<file path="src/design/mxf_pkg.sv">
// shared types, constants and the fold function of the multiply-xor-fold hash
// no dependencies
package mxf_pkg;

  localparam logic [31:0] FoldMult  = 32'hC2B0C3CC;
  localparam logic [31:0] HashStart = 32'd1;
  localparam logic [1:0]  LaneFirst = 2'd0;
  localparam logic [1:0]  LaneLast  = 2'd3;

  typedef struct packed {
    logic [7:0] data_byte;
    logic       no_data;
    logic       last;
  } item_t;

  typedef struct packed {
    logic [31:0] hash;
    logic [1:0]  lane;
  } hstate_t;

  // 32x32 product folded back to 32 bits
  function automatic logic [31:0] fold_mix(input logic [31:0] h);
    logic [63:0] prod;
    prod = {32'b0, h} * {32'b0, FoldMult};
    return prod[31:0] ^ prod[63:32];
  endfunction

endpackage

</file>
<file path="src/design/mxf_step.sv">
// hash update for one registered request: lane xor, optional group close
// depends on mxf_pkg
module mxf_step (
  input  mxf_pkg::item_t   item,
  input  mxf_pkg::hstate_t cur,
  output mxf_pkg::hstate_t nxt,
  output logic [31:0]      result
);
  import mxf_pkg::*;

  logic [4:0]  lane_sh;
  logic [31:0] mixed;
  logic [1:0]  lane_after;
  logic        close;
  logic [31:0] closed;
  logic [31:0] hash_done;

  always_comb begin
    lane_sh = {cur.lane, 3'b000};
    if (item.no_data) begin
      mixed      = cur.hash;
      lane_after = cur.lane;
    end else begin
      mixed      = cur.hash ^ ({24'b0, item.data_byte} << lane_sh);
      lane_after = (cur.lane == LaneLast) ? LaneFirst : cur.lane + 2'd1;
    end
    // a full group closes here; a partial one only at the end of the message
    close     = (!item.no_data && (cur.lane == LaneLast)) ||
                (item.last && (lane_after != LaneFirst));
    closed    = fold_mix(mixed);
    hash_done = close ? closed : mixed;
    result    = hash_done;
    if (item.last) begin
      nxt.hash = HashStart;
      nxt.lane = LaneFirst;
    end else begin
      nxt.hash = hash_done;
      nxt.lane = lane_after;
    end
  end

endmodule

</file>
<file path="src/design/mxf_out_reg.sv">
// result register with valid/stall handshake
// no package dependencies
module mxf_out_reg (
  input  logic        clk,
  input  logic        rst_n,
  input  logic        load,
  input  logic [31:0] load_data,
  input  logic        out_stall,
  output logic        out_valid,
  output logic [31:0] out_hash_value,
  output logic        blocked
);

  logic        valid_r;
  logic        valid_nxt;
  logic [31:0] data_r;

  always_comb begin
    if (load) begin
      valid_nxt = 1'b1;
    end else if (!out_stall) begin
      valid_nxt = 1'b0;
    end else begin
      valid_nxt = valid_r;
    end
  end

  always_ff @(posedge clk) begin
    if (!rst_n) begin
      valid_r <= 1'b0;
    end else begin
      valid_r <= valid_nxt;
    end
  end

  always_ff @(posedge clk) begin
    if (load) begin
      data_r <= load_data;
    end
  end

  assign blocked        = valid_r && out_stall;
  assign out_valid      = valid_r;
  assign out_hash_value = data_r;

endmodule

</file>
<file path="src/design/multiply_xor_fold_hash32_core.sv">
// Byte-serial 32-bit multiply-xor-fold hash. One byte request is taken every
// cycle while in_stall is low; the final request of a message passes the input
// register, then the hash update into the result register. The hash update
// holds one 32x32 constant multiply, which sets the clock path. Requests that
// do not end a message keep flowing while a result waits; the input stalls
// only when a final request meets a result that is still held by out_stall.
// depends on mxf_pkg, mxf_step, mxf_out_reg
module multiply_xor_fold_hash32_core (
  input  logic        clk,
  input  logic        rst_n,
  input  logic        in_valid,
  output logic        in_stall,
  input  logic [7:0]  in_data_byte,
  input  logic        in_no_data,
  input  logic        in_last,
  output logic        out_valid,
  input  logic        out_stall,
  output logic [31:0] out_hash_value
);
  import mxf_pkg::*;

  logic    s1_valid_r;
  logic    s1_valid_nxt;
  item_t   s1_item_r;
  hstate_t st_r;
  hstate_t st_nxt;
  logic    [31:0] step_result;
  logic    out_blocked;
  logic    s1_hold;
  logic    s1_go;
  logic    accept;

  assign s1_hold  = s1_item_r.last && out_blocked;
  assign s1_go    = s1_valid_r && !s1_hold;
  assign in_stall = s1_valid_r && s1_hold;
  assign accept   = in_valid && !in_stall;

  always_comb begin
    if (accept) begin
      s1_valid_nxt = 1'b1;
    end else if (s1_go) begin
      s1_valid_nxt = 1'b0;
    end else begin
      s1_valid_nxt = s1_valid_r;
    end
  end

  always_ff @(posedge clk) begin
    if (!rst_n) begin
      s1_valid_r <= 1'b0;
      st_r.hash  <= HashStart;
      st_r.lane  <= LaneFirst;
    end else begin
      s1_valid_r <= s1_valid_nxt;
      if (s1_go) begin
        st_r <= st_nxt;
      end
    end
  end

  always_ff @(posedge clk) begin
    if (accept) begin
      s1_item_r.data_byte <= in_data_byte;
      s1_item_r.no_data   <= in_no_data;
      s1_item_r.last      <= in_last;
    end
  end

  mxf_step u_step (
    .item   (s1_item_r),
    .cur    (st_r),
    .nxt    (st_nxt),
    .result (step_result)
  );

  mxf_out_reg u_out (
    .clk            (clk),
    .rst_n          (rst_n),
    .load           (s1_go && s1_item_r.last),
    .load_data      (step_result),
    .out_stall      (out_stall),
    .out_valid      (out_valid),
    .out_hash_value (out_hash_value),
    .blocked        (out_blocked)
  );

endmodule

</file>
<file path="config.mk">
export PLATFORM = sky130hd
export DESIGN_NAME = multiply_xor_fold_hash32_core
export DESIGN_NICKNAME = d
export VERILOG_FILES = /design/src/design/mxf_pkg.sv /design/src/design/mxf_step.sv /design/src/design/mxf_out_reg.sv /design/src/design/multiply_xor_fold_hash32_core.sv
export SDC_FILE = /design/constraint.sdc
export NUM_CORES = 1
export LEC_CHECK = 0
export BUFFER_PORTS_ARGS = -buffer_cell sky130_fd_sc_hd__buf_2
export CAP_MARGIN = 0
export CORE_MARGIN = 4
export CORE_UTILIZATION = 60
export DETAILED_ROUTE_END_ITERATION = 16
export PLACE_DENSITY = 0.77
export RECOVER_POWER = 100
export REMOVE_ABC_BUFFERS = 1
export SETUP_SLACK_MARGIN = 0.15
export SYNTH_ARGS = -nofsm -noshare
export SYNTH_HDL_FRONTEND = slang
export SYNTH_SLANG_ARGS = --single-unit
</file>
<file path="constraint.sdc">
create_clock -name clk -period 11.35 [get_ports clk]
set_clock_uncertainty 0.05 [all_clocks]
set_input_delay 1.7025 -clock clk [delete_from_list [all_inputs] [get_ports clk]]
set_output_delay 1.7025 -clock clk [all_outputs]
set_load 0.01 [all_outputs]
</file>
; After elaboration in Yosys (flattened, before gate mapping)
; Cells that the tools add are included.
[classes]
n_eq_ne = 2
reduce_logical = 14
n_bitwise = 2
mul = 1
shifts = 1
n_mux = 9
addsub = 1
[op_table]
columns = operator, n
row1 = $mux W32, 2
row2 = $xor A32 B32 Y32, 2
row3 = $mul A32 B30 Y62 const B, 1
row4 = $mux W34, 1
row5 = $shl A8 B5 Y32, 1
row6 = $logic_and A1 B1 Y1, 8
row7 = $mux W1, 4
row8 = $mux W2, 2
row9 = $reduce_bool A2 Y1, 2
row10 = $logic_not A1 Y1, 3
row11 = $add A2 B1 Y2 const B, 1
row12 = $eq A2 B2 Y1 const B, 1
row13 = $ne A2 B1 Y1 const B, 1
row14 = $logic_or A1 B1 Y1, 1
[totals]
out_inout_bits = 34
reg_bits = 78

; Logic depth before layout (Yosys ltp)
[logic_depth]
word_depth = 8
depth_mapped = 32
depth_no_buf = 30

; Modules after synthesis
; Synthesis repeated with hierarchy kept, for this count alone.
[hier_totals]
cells_unflattened = 2110
area_unflattened_um2 = 20201.9
[modules_own_cells]
columns = mod, area_per_inst_um2, instances, seq_area_each_um2, cells_per_inst
row1 = mxf_step, 17446.7, 1, 0.0, 1910
row2 = multiply_xor_fold_hash32_core, 1757.9, 1, 1001.0, 165
row3 = mxf_out_reg, 997.2, 1, 980.9, 35

; Worst setup path after synthesis
; Ideal clock, no wire load.
[synth_timing]
kind = flip-flop to flip-flop
start = register s1_item_r[1] in the netlist's numbering
end = register u_out.data_r[30], in the netlist u_out.out_hash_value[30], data pin
setup_ns = 0.270
arrival_time_ns = 7.496
t_required_ns = 11.030
n_path_buf = 2
path_slack_ns = 3.533
synth_period_minus_slack_ns = 7.817
stages_incl_launch_ff = 30
cell_sequence = edfxtp_1 clkbuf_1 nor3b_1 nand2_1 xnor2_1 ha_1 xor2_1 inv_1 fa_1 inv_1 fa_1 inv_1 fa_1 inv_1 fa_1 fa_1 inv_1 fa_1 inv_1 ha_1 clkbuf_1 nand2_1 nor4_2 o21ai_1 nand3_2 a21oi_2 o41a_1 o311ai_2 xnor2_1 a21oi_1
[synth_via]
elab_chain_cells = 5
[synth_lines]
columns = element, line_no
row1 = start: declaration, multiply_xor_fold_hash32_core.sv:24  ; item_t s1_item_r;
row2 = "parallel branches: the longest is 4 deep, another holds $mul A32 B30 Y62", --
row3 = $mux W32 *, mxf_step.sv:31  ; hash_done = close ? closed : mixed;
row4 = named net step_result[30], multiply_xor_fold_hash32_core.sv:27  ; logic [31:0] step_result;
row5 = end signal: assignment, mxf_out_reg.sv:38  ; data_r <= load_data;
row6 = end: declaration, mxf_out_reg.sv:16  ; logic [31:0] data_r;
; Mark *: on every way through the listed nets, which the timed path passes.
; A chain may end at the register's enable or synchronous reset.

; Final worst setup path
[layout_timing]
start = register s1_item_r[1] in the netlist's numbering
end = register u_out.data_r[31], in the netlist u_out.out_hash_value[31], data pin
; The elaborated chain is that of the path after synthesis.

==> run summary <==
The flow ran to the end, but the final reports show violations. The final reports fail on capacitance limit, slew limit. The die is 186 um wide.

The termination of the worst setup path was u_out.out_hash_value[31]. Pin placement for this block handled 48 I/O pins. Based on the critical path, the design can be clocked at up to 96.8 MHz.

The setup slack of the most critical reg-to-reg path is 1020 ps, and the final hold violation count is 0. The floorplan step defined a die boundary enclosing 34600 um2. Capture instance of the worst register-to-register path: u_out.out_hash_value[31].

In this run, distinct cell masters in the synthesized netlist total 67. Layout overhead on the synthesized area: 5.13%. The critical path launch point type was a flop. Of all nets on the critical path, the largest fanout is 11.

The longest clock path from root to sink contains 2 buffers. The worst relative slew slack is -1.27, and the actual slew at the worst max-slew pin is 3410 ps. The total area inside the core boundary comes to 30900 um2. Family with the most delay on the worst path: adder cells. The main flop type after synthesis was edfxtp_1. The slowest stage of the critical path is the nor3b_1 cell. After the last flow step, the layout net total stands at 2634.

The initial core utilization was 0.614. Sorting the synthesized cells by area gives the leading types as fa_1 33%, ha_1 24%, inv_1 7.8%. The initialized floorplan defines 64 standard-cell rows.

For this block, the via count after detailed routing is 14617. The met2 usage is 0.601, and the number of maximum-capacitance violations is 1. The clock drives 78 sinks. For this run the aggregate overflow at the end of global routing stands at 0.

For the number of hold buffers added after cts, the log shows 0. The startpoint identified for the worst register-to-register timing path is s1_item_r[1]. The first-pass GRT wire length was 95.9 mm; the total number of cells along the worst setup path was 25.

Count of flip-flops with a built-in enable after synthesis: 42. Data on the critical path arrives at its endpoint at 10340 ps. Entering global routing, the biggest net connects 33 pins.

The tools report the met3 track demand over resource in global routing as 0.0717. The register clock-pin slew on the reported worst setup and hold paths is 60 ps, and the count of routing violations after the opening detailed-route iteration is 1430. The H-tree was split into 3 levels. Detailed-route wire length: 63.9 mm. TritonCTS built the clock tree. The detail route stage leaves a number of antenna-violating nets equal to 0. The run gives 0 ps as the setup total negative slack. The minimum period implied by the final worst setup slack was 10330 ps.

Dividing the synthesized area by the synthesized cell count gives 9.92 um2. The aggregate global-route resource usage came out at 0.381. The number of clock buffers added by TritonCTS is 9. The area share of the leading cell type in the synthesized netlist works out to 0.333.

The routing layer with the top usage in global route is met2. STA classifies the critical path endpoint as a flop. The placer congestion estimate was 1.11. Input and output buffers added on the ports amount to 47. The vertical die dimension was 186 um. In the final routed layout, each cell accounts on average for 27.2 um.

The critical path is of the flop to flop type. The origin of the worst setup path was s1_item_r[1]. The worst reg2reg path depth is 25. Cell accounting for the most synthesized area: fa_1. Setup repair after global routing left no endpoint under its margin.

The path class of the tightest hold or removal check is flop to flop. The part of the cycle the worst path needs was 0.910; the HPWL after detailed placement was 56.8 mm. Before antenna repair, the detailed router went through 6 iterations. The logs give 15203 for the number of global-route vias before repair and 33 for the final-report max-slew violation count. On the worst path, the slowest cell contributes a delay of 880 ps. For the number of gates resized after cts, the log shows 0. CTS placed an instance of clkbuf_16 at the clock tree root. The DRC violation count after routing is 0. Counting flops and latches in the post-synthesis netlist gives 78. The count of buffer and inverter cells on the critical path was 4.

The share of post-route cells with drive strength above 1 was 0.0308; the number of setup buffers added after CTS was 0. Global routing usage on met1: 0.529. During synthesis, Yosys emitted a total of 0 warnings.

The share of synthesized area occupied by flip-flops and latches is 0.104, and the share of async-settable or async-resettable flops after synthesis is 0. By count the netlist is led by 396 x inv_1, 358 x ha_1, 316 x fa_1. Most frequent cell after synthesis: inv_1. By instance count, the cell type seen most on the critical path is fa_1.

The logs give 0 for the count of final setup violators and 1913 for the gate count after technology mapping. The clock reaches the later pin of the worst-skew pair after 340 ps. In this run the cell area of the synthesized design comes to 19000 um2.

The run gives 0 as the initial antenna violation count. The worst endpoint required time is 11360 ps. After detailed routing, the number of vias per cell comes to 6.23.
## metal layers
metal  wire, um  share of wire
met1      25900           0.41
met2      29400           0.46
met3       5660          0.088
met4       2950          0.046
met5          0              0
## area by class of cell
cell class | instances | area, um2
Antenna cell | 1 | 2.50
Clock buffer | 11 | 233
Clock inverter | 5 | 106
Fill cell | 2541 | 11000
Inverter | 396 | 1490
Multi-Input combinational cell | 1391 | 15300
Sequential cell | 78 | 1980
Tap cell | 396 | 495
Timing Repair Buffer | 70 | 364
## flip-flops by register name (all words and copies together), names as in the netlist
name / flops
st_r: 34
u_out.out_hash_value: 32
s1_item_r: 10
s1_valid_r: 1
u_out.out_valid: 1
## cell usage in the layout, fill, tap and decap left out, types with 11 or more instances in the layout
master,instances
buf_4,23
a21o_1,21
and3_1,11
inv_1,396
a22oi_1,13
fa_1,316
a21oi_1,98
o21ai_0,50
xnor2_1,108
nand4_1,20
nor2_1,71
o21bai_1,11
clkbuf_1,37
buf_2,12
nand2_1,108
a22o_1,17
ha_1,358
nand3_1,19
xor2_1,38
dfxtp_1,36
edfxtp_1,42
## metrics by stage
step | hold slack [ps] | setup WS (ps) | std cells | area [um2] | util
floorplan | 383 | 3510 | 1865 | 18800 | -
global placement | 392 | 1520 | 2331 | 19700 | 0.638
detailed placement | 396 | 1550 | 2331 | 19700 | 0.638
CTS | 405 | 1460 | 2347 | 20100 | 0.649
global route | 447 | 569 | 2347 | 20000 | 0.646
finish | 409 | 1020 | 2348 | 20000 | 0.646
## worst min-delay path by stage
stage | from | end | slack (ps) | depth (start not counted)
global route | st_r[2] | st_r[2] | 450 | 2
CTS | st_r[2] | st_r[2] | 400 | 2
global placement | st_r[2] | st_r[2] | 390 | 2
detailed placement | st_r[2] | st_r[2] | 400 | 2
finish | st_r[2] | st_r[2] | 410 | 2
floorplan | st_r[2] | st_r[2] | 380 | 2
## logic make-up after synthesis
group | Yosys count | share of synthesized area
AO/OA/AOI/OAI | 284 | 0.0965
XOR/XNOR | 146 | 0.0674
adder cells (fa/ha/maj) | 674 | 0.569
buffers and inverters | 444 | 0.0886
flip-flops | 78 | 0.104
multiplexers | 7 | 0.00376
AND/OR/NAND/NOR | 280 | 0.0702
## worst reg2reg max path, delay by kind of cell, from the launching register on
family | cells | cell delay [ps]
simple gates | 3 | 1280
compound gates | 7 | 2150
flops | 1 | 540
xor+xnor | 3 | 1640
fa+ha+maj | 8 | 4010
buf+inv | 4 | 380
Power is not shown: default switching activity piles up to over one toggle a cycle in this logic, so the estimate is an artifact.
